### config.mk
export PLATFORM = sky130hd
export DESIGN_NAME = sorted_set_insert_lookup
export DESIGN_NICKNAME = d
export VERILOG_FILES = /design/src/rtl/ssil_pkg.sv /design/src/rtl/ssil_ram.sv /design/src/rtl/ssil_ctrl.sv /design/src/rtl/ssil_dp.sv /design/src/rtl/sorted_set_insert_lookup.sv
export SDC_FILE = /design/constraint.sdc
export NUM_CORES = 1
export LEC_CHECK = 0
export BUFFER_PORTS_ARGS = -buffer_cell sky130_fd_sc_hd__buf_2
export CAP_MARGIN = 10
export CORE_AREA = 4 4 221 223
export DETAILED_ROUTE_END_ITERATION = 8
export DIE_AREA = 0 0 225 227
export GPL_ROUTABILITY_DRIVEN = 0
export PLACE_DENSITY_LB_ADDON = 0.25
export SLEW_MARGIN = 20
export SYNTH_ARGS = -nofsm -noshare
export SYNTH_HDL_FRONTEND = slang
export SYNTH_SLANG_ARGS = --single-unit
export TNS_END_PERCENT = 100
### constraint.sdc
create_clock -name clock -period 4.84 [get_ports clock]
set_input_delay 0.968 -clock clock [delete_from_list [all_inputs] [get_ports clock]]
set_output_delay 0.968 -clock clock [all_outputs]
set_load 0.05 [all_outputs]
### src/rtl/ssil_pkg.sv
// Shared types and constants for the sorted set insert/lookup block.
// Used by the controller, the datapath and the top level; no dependencies.
package ssil_pkg;

   localparam int VALUE_W       = 32;
   localparam int COUNT_W       = 5;
   localparam int DEPTH_DEFAULT = 16;

   localparam logic MODE_INSERT = 1'b0;
   localparam logic MODE_LOOKUP = 1'b1;

   // Commands from the controller to the datapath.
   typedef struct packed {
      logic load;        // capture the request, clear index and flags
      logic scan_rd;     // read the entry at the index
      logic scan_next;   // step the index up by one
      logic scan_hit;    // stop the scan here, latch equality
      logic set_full;    // refuse the insert
      logic shift_init;  // remember the insert position, index to count
      logic shift_rd;    // read the entry below the index
      logic shift_wr;    // write that entry one place up, step index down
      logic place;       // write the new value at the index
      logic emit;        // load the result register
   } dp_cmd_type;

   // Status from the datapath to the controller.
   typedef struct packed {
      logic at_count;    // index equals the element count
      logic less;        // read entry is below the searched value
      logic is_full;     // set holds DEPTH entries
      logic at_pos;      // index equals the insert position
      logic is_lookup;   // current transaction is a lookup
      logic found;       // value was found by the scan
      logic rsp_busy;    // result register holds an untaken result
   } dp_stat_type;

endpackage

### src/rtl/ssil_ram.sv
// Generic single-port-write, single-port-read RAM with registered read data.
// No dependencies.
module ssil_ram #(
   parameter int WIDTH = 32,
   parameter int DEPTH = 16
) (
   input  logic                     clock,
   input  logic                     wr_en,
   input  logic [$clog2(DEPTH)-1:0] wr_addr,
   input  logic [WIDTH-1:0]         wr_data,
   input  logic                     rd_en,
   input  logic [$clog2(DEPTH)-1:0] rd_addr,
   output logic [WIDTH-1:0]         rd_data
);

   logic [WIDTH-1:0] mem_ff [DEPTH];
   logic [WIDTH-1:0] rd_data_ff;

   always_ff @(posedge clock) begin
      if (wr_en) begin
         mem_ff[wr_addr] <= wr_data;
      end
      if (rd_en) begin
         rd_data_ff <= mem_ff[rd_addr];
      end
   end

   assign rd_data = rd_data_ff;

endmodule

### src/rtl/ssil_ctrl.sv
// Controller state machine for the sorted set: scan, shift, place, respond.
// Depends on ssil_pkg for the command and status structs.
module ssil_ctrl
   import ssil_pkg::*;
(
   input  logic        clock,
   input  logic        reset,
   input  logic        req_valid,
   output logic        req_stall,
   input  dp_stat_type stat,
   output dp_cmd_type  cmd
);

   typedef enum logic [2:0] {
      S_IDLE,
      S_SCAN,
      S_CHECK,
      S_DECIDE,
      S_SHIFT_RD,
      S_SHIFT_WR,
      S_PLACE,
      S_EMIT
   } state_type;

   state_type state_ff, state_in;
   logic      req_stall_ff;

   always_comb begin
      state_in = state_ff;
      cmd      = '0;
      case (state_ff)
         S_IDLE: begin
            if (req_valid) begin
               cmd.load = 1'b1;
               state_in = S_SCAN;
            end
         end
         S_SCAN: begin
            if (stat.at_count) begin
               state_in = S_DECIDE;
            end else begin
               cmd.scan_rd = 1'b1;
               state_in    = S_CHECK;
            end
         end
         S_CHECK: begin
            if (stat.less) begin
               cmd.scan_next = 1'b1;
               state_in      = S_SCAN;
            end else begin
               cmd.scan_hit = 1'b1;
               state_in     = S_DECIDE;
            end
         end
         S_DECIDE: begin
            if (stat.is_lookup || stat.found) begin
               state_in = S_EMIT;
            end else if (stat.is_full) begin
               cmd.set_full = 1'b1;
               state_in     = S_EMIT;
            end else begin
               cmd.shift_init = 1'b1;
               state_in       = S_SHIFT_RD;
            end
         end
         S_SHIFT_RD: begin
            if (stat.at_pos) begin
               state_in = S_PLACE;
            end else begin
               cmd.shift_rd = 1'b1;
               state_in     = S_SHIFT_WR;
            end
         end
         S_SHIFT_WR: begin
            cmd.shift_wr = 1'b1;
            state_in     = S_SHIFT_RD;
         end
         S_PLACE: begin
            cmd.place = 1'b1;
            state_in  = S_EMIT;
         end
         S_EMIT: begin
            if (!stat.rsp_busy) begin
               cmd.emit = 1'b1;
               state_in = S_IDLE;
            end
         end
         default: begin
            state_in = S_IDLE;
         end
      endcase
   end

   always_ff @(posedge clock) begin
      if (reset) begin
         state_ff     <= S_IDLE;
         req_stall_ff <= 1'b0;
      end else begin
         state_ff     <= state_in;
         req_stall_ff <= (state_in != S_IDLE);
      end
   end

   assign req_stall = req_stall_ff;

endmodule

### src/rtl/ssil_dp.sv
// Datapath for the sorted set: request registers, index, count, entry RAM
// and result register. Depends on ssil_pkg and ssil_ram.
module ssil_dp
   import ssil_pkg::*;
#(
   parameter int DEPTH = DEPTH_DEFAULT
) (
   input  logic               clock,
   input  logic               reset,
   input  logic               req_mode,
   input  logic signed [31:0] req_value,
   input  logic               rsp_stall,
   output logic               rsp_valid,
   output logic               rsp_found,
   output logic               rsp_added,
   output logic               rsp_full_res,
   output logic [4:0]         rsp_count,
   input  dp_cmd_type         cmd,
   output dp_stat_type        stat
);

   localparam int AW = $clog2(DEPTH);
   localparam int CW = $clog2(DEPTH + 1);
   localparam logic [CW-1:0] DEPTH_C = CW'(DEPTH);
   localparam logic [CW-1:0] ONE_C   = CW'(1);

   logic               mode_ff;
   logic signed [31:0] value_ff;
   logic [CW-1:0]      idx_ff;
   logic [CW-1:0]      pos_ff;
   logic [CW-1:0]      count_ff;
   logic               found_ff;
   logic               full_ff;
   logic               added_ff;

   logic               rsp_valid_ff;
   logic               rsp_found_ff;
   logic               rsp_added_ff;
   logic               rsp_full_ff;
   logic [COUNT_W-1:0] rsp_count_ff;

   logic [CW-1:0]          idx_dec;
   logic [CW+COUNT_W-1:0]  count_ext;
   logic                   ram_wr_en;
   logic [AW-1:0]          ram_wr_addr;
   logic [VALUE_W-1:0]     ram_wr_data;
   logic                   ram_rd_en;
   logic [AW-1:0]          ram_rd_addr;
   logic [VALUE_W-1:0]     ram_rd_data;

   assign idx_dec   = idx_ff - ONE_C;
   assign count_ext = {{COUNT_W{1'b0}}, count_ff};

   // During a shift the index walks down from the count; each read fetches
   // the entry below it, and the following write moves that entry up.
   assign ram_rd_en   = cmd.scan_rd | cmd.shift_rd;
   assign ram_rd_addr = cmd.shift_rd ? idx_dec[AW-1:0] : idx_ff[AW-1:0];
   assign ram_wr_en   = cmd.shift_wr | cmd.place;
   assign ram_wr_addr = idx_ff[AW-1:0];
   assign ram_wr_data = cmd.place ? value_ff : ram_rd_data;

   ssil_ram #(
      .WIDTH (VALUE_W),
      .DEPTH (DEPTH)
   ) u_ram (
      .clock   (clock),
      .wr_en   (ram_wr_en),
      .wr_addr (ram_wr_addr),
      .wr_data (ram_wr_data),
      .rd_en   (ram_rd_en),
      .rd_addr (ram_rd_addr),
      .rd_data (ram_rd_data)
   );

   always_ff @(posedge clock) begin
      if (cmd.load) begin
         mode_ff  <= req_mode;
         value_ff <= req_value;
      end
      if (cmd.load) begin
         idx_ff <= '0;
      end else if (cmd.scan_next) begin
         idx_ff <= idx_ff + ONE_C;
      end else if (cmd.shift_init) begin
         idx_ff <= count_ff;
      end else if (cmd.shift_wr) begin
         idx_ff <= idx_dec;
      end
      if (cmd.shift_init) begin
         pos_ff <= idx_ff;
      end
      if (cmd.load) begin
         found_ff <= 1'b0;
         full_ff  <= 1'b0;
         added_ff <= 1'b0;
      end else begin
         if (cmd.scan_hit) begin
            found_ff <= ($signed(ram_rd_data) == value_ff);
         end
         if (cmd.set_full) begin
            full_ff <= 1'b1;
         end
         if (cmd.place) begin
            added_ff <= 1'b1;
         end
      end
      if (cmd.emit) begin
         rsp_found_ff <= found_ff;
         rsp_added_ff <= added_ff;
         rsp_full_ff  <= full_ff;
         rsp_count_ff <= count_ext[COUNT_W-1:0];
      end
   end

   always_ff @(posedge clock) begin
      if (reset) begin
         count_ff     <= '0;
         rsp_valid_ff <= 1'b0;
      end else begin
         if (cmd.place) begin
            count_ff <= count_ff + ONE_C;
         end
         if (cmd.emit) begin
            rsp_valid_ff <= 1'b1;
         end else if (!rsp_stall) begin
            rsp_valid_ff <= 1'b0;
         end
      end
   end

   assign stat.at_count  = (idx_ff == count_ff);
   assign stat.less      = ($signed(ram_rd_data) < value_ff);
   assign stat.is_full   = (count_ff == DEPTH_C);
   assign stat.at_pos    = (idx_ff == pos_ff);
   assign stat.is_lookup = (mode_ff == MODE_LOOKUP);
   assign stat.found     = found_ff;
   assign stat.rsp_busy  = rsp_valid_ff & rsp_stall;

   assign rsp_valid    = rsp_valid_ff;
   assign rsp_found    = rsp_found_ff;
   assign rsp_added    = rsp_added_ff;
   assign rsp_full_res = rsp_full_ff;
   assign rsp_count    = rsp_count_ff;

`ifndef SYNTHESIS
   a_count_bound: assert property (@(posedge clock) disable iff (reset)
      count_ff <= DEPTH_C)
      else $error("element count exceeds table depth");

   a_place_not_full: assert property (@(posedge clock) disable iff (reset)
      cmd.place |-> (count_ff < DEPTH_C) && !found_ff)
      else $error("new element placed into a full table or over a duplicate");

   a_place_counts: assert property (@(posedge clock) disable iff (reset)
      cmd.place |=> count_ff == $past(count_ff) + ONE_C)
      else $error("count did not advance after placing an element");

   a_result_flags: assert property (@(posedge clock) disable iff (reset)
      rsp_valid_ff |-> !(rsp_added_ff && (rsp_found_ff || rsp_full_ff)))
      else $error("result reports an add together with found or full");

   a_emit_free: assert property (@(posedge clock) disable iff (reset)
      cmd.emit |-> !(rsp_valid_ff && rsp_stall))
      else $error("result register overwritten while stalled");
`endif

endmodule

### src/rtl/sorted_set_insert_lookup.sv
// Top level of the sorted set insert/lookup block.
// Depends on ssil_pkg, ssil_ctrl and ssil_dp (which holds ssil_ram).
//
//   channel   direction   handshake               payload
//   req_      in          req_valid / req_stall   req_mode, req_value
//   rsp_      out         rsp_valid / rsp_stall   rsp_found, rsp_added,
//                                                 rsp_full_res, rsp_count
//
// The RAM read is registered, so the scan spends a read state and a check state on
// each entry below the value, and an insert moves each larger entry up with a read
// state and a write state.
// Reset clears the element count at once; the entry RAM needs no clearing.
// A waiting result sits in the output register, and the next transaction is
// accepted meanwhile; rsp_stall only holds the block before it emits again.
module sorted_set_insert_lookup
   import ssil_pkg::*;
#(
   parameter int DEPTH = DEPTH_DEFAULT
) (
   input  logic               clock,
   input  logic               reset,
   input  logic               req_valid,
   output logic               req_stall,
   input  logic               req_mode,
   input  logic signed [31:0] req_value,
   output logic               rsp_valid,
   input  logic               rsp_stall,
   output logic               rsp_found,
   output logic               rsp_added,
   output logic               rsp_full_res,
   output logic [4:0]         rsp_count
);

   dp_cmd_type  cmd;
   dp_stat_type stat;

   ssil_ctrl u_ctrl (
      .clock     (clock),
      .reset     (reset),
      .req_valid (req_valid),
      .req_stall (req_stall),
      .stat      (stat),
      .cmd       (cmd)
   );

   ssil_dp #(
      .DEPTH (DEPTH)
   ) u_dp (
      .clock        (clock),
      .reset        (reset),
      .req_mode     (req_mode),
      .req_value    (req_value),
      .rsp_stall    (rsp_stall),
      .rsp_valid    (rsp_valid),
      .rsp_found    (rsp_found),
      .rsp_added    (rsp_added),
      .rsp_full_res (rsp_full_res),
      .rsp_count    (rsp_count),
      .cmd          (cmd),
      .stat         (stat)
   );

endmodule
==> results.txt <==
----------------------------------------------------
[Outcome]
  Result of the run ... finished, final reports clean

[Routing]
  Vias ... roughly 12000
  Detail-routed net length per standard cell ... roughly 27 µm
  Post-DR vias/cell ... 6.09
  Number of detailed-routing iterations run before antenna repair ... 5
  Number of design-rule violations left by the first detailed-router iteration ... approximately 1400
  DRC violations left ... 0
  Final routed wirelength across all metal layers ... roughly 55000 µm
  Number of routed nets with antenna violations ... 0

[CTS]
  Clock transition time at the flip-flop clock pins of the worst setup and hold paths ... 0.06 ns
  Post-cts sizing count ... 0
  Number of sinks on the clock net ... between 600 and 700
  Inserted Clock Buffers ... a little under 60
  Clk buf depth ... 3
  Post-CTS setup buffer count ... 0
  Number of levels in the clock H-tree ... 2
  Clock Latency Late Sink ... 0.62 ns
  Hold Buf Count CTS ... 0
  CTS root buf ... sky130_fd_sc_hd__clkbuf_16
  TritonCTS clock tree ... built

[Synth]
  Synth area leader ... sky130_fd_sc_hd__edfxtp_1
  Post-synth EDFFs ... approximately 600
  Adder-cell area share of the yosys netlist ... 0.0203
  Library cell with the highest instance count after synthesis ... sky130_fd_sc_hd__edfxtp_1
  XOR/XNOR share of the synthesized area ... 0.00765
  Proportion of synthesized area in mux cells ... 0.120
  Number of synthesis warnings ... 0
  Most used flip-flop cell after synthesis ... sky130_fd_sc_hd__edfxtp_1
  Top-area cell type share of the netlist area ... 0.737
  Netlist Area Pre-Place ... 0.0240 mm²
  Simple-gate share of the synthesized area ... 0.0361
  Post-synthesis average cell area ... between 15 and 20 µm²
  Cells taking the most area after synthesis ... sky130_fd_sc_hd__edfxtp_1 74%, sky130_fd_sc_hd__mux4_2 12%, sky130_fd_sc_hd__a22oi_1 2.1%
  Count of distinct cell types in the synthesized netlist ... 48
  Flip-flop and latch count after synthesis ... about 610
  Post-synthesis net count ... approximately 1300
  Leading cell types by count after synthesis ... 590 x sky130_fd_sc_hd__edfxtp_1, 128 x sky130_fd_sc_hd__mux4_2, 90 x sky130_fd_sc_hd__nand2_1
  Share of flip-flops with an asynchronous set or reset ... 0
  Synthesized instance count ... 1255
  Sequential element share of the synthesized area ... 0.752
  Complex-gate fraction of the synthesized area ... 0.0438
  Main combinational cell family by area after synthesis ... multiplexers

[Min path]
  Class of the tightest hold or removal check ... flip-flop to flip-flop
  Beginning of the worst hold path ... u_dp.added_ff
  Worst hold stages ... 0
  Hold Path Sink ... u_dp.rsp_added

[Setup path]
  Max FO, Critical Path ... 44
  Startpoint of the worst-slack reg-to-reg timing path ... u_dp.idx_ff[2]
  Internal reg-to-reg setup slack ... 1.18 ns
  Worst-case reg-to-reg path depth ... 8
  Buffers and inverters on the worst path ... 1
  Worst-path cell chain ... xor2_1 > nor3_1 > a211oi_4 > xnor2_2 > buf_12 > mux4_2 > a22oi_1 > nand2_1
  Cell class contributing the biggest share of worst-path delay ... flip-flops
  Worst setup path class ... flip-flop to flip-flop
  CP Launch Type ... flip-flop
  Data arrival, critical path ... 4.02 ns
  Number of stages on the worst setup path ... 8
  Critical path's slowest cell ... sky130_fd_sc_hd__dfxtp_1
  WP data required ... around 5.2 ns
  Stage delay of the slowest cell on the critical path ... between 0.8 and 0.9 ns
  Endpoint of the lowest-slack register-to-register path ... u_dp.u_ram.rd_data[17]
  Setup crit end kind ... flip-flop

[Timing]
  Final worst-path cycle share ... 0.756
  Final critical-path required period ... approximately 3.7 ns
  Worst Tran Pin Value ... ~1.1 ns
  Hold violation count in the final report ... 0
  Final setup viols ... 0
  Setup Skew ... approximately 0.017 ns
  Highest clock rate ... between 200 and 300 MHz
  RSZ-0062 raised after global routing ... false
  Worst slew slack as a fraction of its limit ... 0.282
  Accumulated negative setup slack ... 0 ns
  Pins over their slew limit ... 0

[Global route]
  Remaining global-route overflow ... 0
  Number of global-route vias before repair ... around 12000
  First-pass GRT wire length ... 81900 µm
  Global-route total usage across every layer ... 0.219
  Number of antenna violations at the first check in global routing ... 0
  Maximum number of pins on one net before global-route repair ... 100

[Power and ir drop]
  Power Density ... 538 mW/mm²
  Worst VDD drop ... 0.399 mV
  P_leak ... about 9 nW

[Cells and area]
  Layout cells sized above 1 ... 0.251
  Ant. Diodes ... 0
  Post-route standard cell area excluding fillers ... between 0.02 and 0.03 mm²
  Number of nets in the finished design ... 1443
  Utilization after layout ... 0.588
  Area added between synthesis and finish ... 13.8%
  Fin cells ... between 2000 and 2500
  Fillcell total ... around 3400

[Placement]
  Area after detailed placement ... around 0.025 mm²
  Post-detail-place hpwl ... slightly above 30000 µm
  Input/output buffers ... 46
  Instance count after placement with tap cells included ... between 1500 and 2000

[Floorplan]
  Die Area ... between 0.05 and 0.06 mm²
  Core Box Area ... roughly 0.047 mm²
  Row cnt ... 79
  Chip Width ... roughly 230 µm
  I/O pin total ... between 40 and 50
  Starting Density ... 0.516
  Die height ... approximately 230 µm

[Run]
  Total of max-cap violations ... 0

----------------------------------------------------
[cells in the final DEF (no fill, tap or decap), types with 3 or more instances in the layout]
| cell type | n |
|---|---|
| sky130_fd_sc_hd__nand2b_1 | 6 |
| sky130_fd_sc_hd__xnor2_1 | 7 |
| sky130_fd_sc_hd__a21oi_1 | 29 |
| sky130_fd_sc_hd__or2_2 | 4 |
| sky130_fd_sc_hd__nand4_1 | 12 |
| sky130_fd_sc_hd__nand2_1 | 90 |
| sky130_fd_sc_hd__a22oi_1 | 66 |
| sky130_fd_sc_hd__ha_1 | 39 |
| sky130_fd_sc_hd__nor2_1 | 20 |
| sky130_fd_sc_hd__clkbuf_1 | 15 |
| sky130_fd_sc_hd__nor3_1 | 9 |
| sky130_fd_sc_hd__bufinv_16 | 5 |
| sky130_fd_sc_hd__nor2b_1 | 4 |
| sky130_fd_sc_hd__nand3_1 | 11 |
| sky130_fd_sc_hd__buf_4 | 61 |
| sky130_fd_sc_hd__o22ai_4 | 3 |
| sky130_fd_sc_hd__buf_12 | 5 |
| sky130_fd_sc_hd__mux4_2 | 128 |
| sky130_fd_sc_hd__or3_1 | 6 |
| sky130_fd_sc_hd__dfxtp_1 | 18 |
| sky130_fd_sc_hd__nor2_4 | 17 |
| sky130_fd_sc_hd__clkinvlp_4 | 5 |
| sky130_fd_sc_hd__buf_2 | 46 |
| sky130_fd_sc_hd__edfxtp_1 | 590 |
| sky130_fd_sc_hd__inv_1 | 42 |
| sky130_fd_sc_hd__xor2_1 | 13 |
| sky130_fd_sc_hd__clkinv_2 | 10 |
| sky130_fd_sc_hd__clkinv_4 | 3 |
| sky130_fd_sc_hd__clkinv_1 | 9 |
| sky130_fd_sc_hd__clkbuf_16 | 60 |
| sky130_fd_sc_hd__o21ai_0 | 41 |
| sky130_fd_sc_hd__nor4_1 | 5 |
[per-layer routing]
layer	GRT usage	part of all wire	routed length [µm]	up-vias
li1	-	-	-	5320
met2	0.357	0.49	26600	546
met4	0.0542	0.023	1270	0
met5	0	0	0	-
met3	0.0414	0.080	4400	94
met1	0.314	0.41	22500	6369
[layout make-up]
type | instances | area, µm² | area share
clock buffers | 75 | 1560 | 0.0569
clock inverters | 35 | 332 | 0.0121
inverters | 43 | 161 | 0.00590
multi-input cells | 543 | 5690 | 0.208
flip-flops and latches | 608 | 18100 | 0.661
well taps | 607 | 759 | 0.0278
repair buffers | 112 | 788 | 0.0288
[worst max-delay path by stage]
stage | from | end | slack, ns
after floorplan | req_valid | u_dp.idx_ff[0] | 1.87
after global placement | u_dp.idx_ff[2] | u_dp.u_ram.rd_data[17] | 1.27
after detailed placement | u_dp.idx_ff[2] | u_dp.u_ram.rd_data[17] | 1.22
after CTS | u_dp.idx_ff[2] | u_dp.u_ram.rd_data[17] | 1.17
after global routing | u_dp.idx_ff[2] | u_dp.u_ram.rd_data[17] | 0.85
final | u_dp.idx_ff[2] | u_dp.u_ram.rd_data[17] | 1.18
[kinds of logic after synthesis]
kind of cell,after synthesis
XOR/XNOR,21
AND/OR/NAND/NOR,192
buffers and inverters,104
AO/OA/AOI/OAI,162
multiplexers,129
adder cells (fa/ha/maj),39
flip-flops,608
[where the power goes]
| group | switching, mW | internal [mW] | total, mW |
|---|---|---|---|
| sequential | 0.191 | 6.65 | 6.84 |
| clock | 1.95 | 2.55 | 4.49 |
| combinational | 2.09 | 1.28 | 3.37 |
| total | 4.23 | 10.5 | 14.7 |
[per-stage QoR]
| stage | worst slack (ns) | power [mW] | hold slack, ns |
|---|---|---|---|
| floorplan | 1.87 | 9.14 | 0.403 |
| global placement | 1.27 | 10.3 | 0.416 |
| detailed placement | 1.22 | 10.3 | 0.418 |
| CTS | 1.17 | 14.8 | 0.432 |
| global route | 0.851 | 15.4 | 0.447 |
| finish | 1.18 | 14.7 | 0.429 |
[sequential cells by signal, summed over array words and instances, names as in the netlist, 3 cells and up]
signal	flops
u_dp.idx_ff	5
u_dp.count_ff	5
u_dp.rsp_count	5
u_ctrl.state_ff	3
u_dp.pos_ff	5
u_dp.value_ff	32
u_dp.u_ram.rd_data	32
u_dp.u_ram.mem_ff	512
Note: power is estimated with default switching activity, not from simulation.
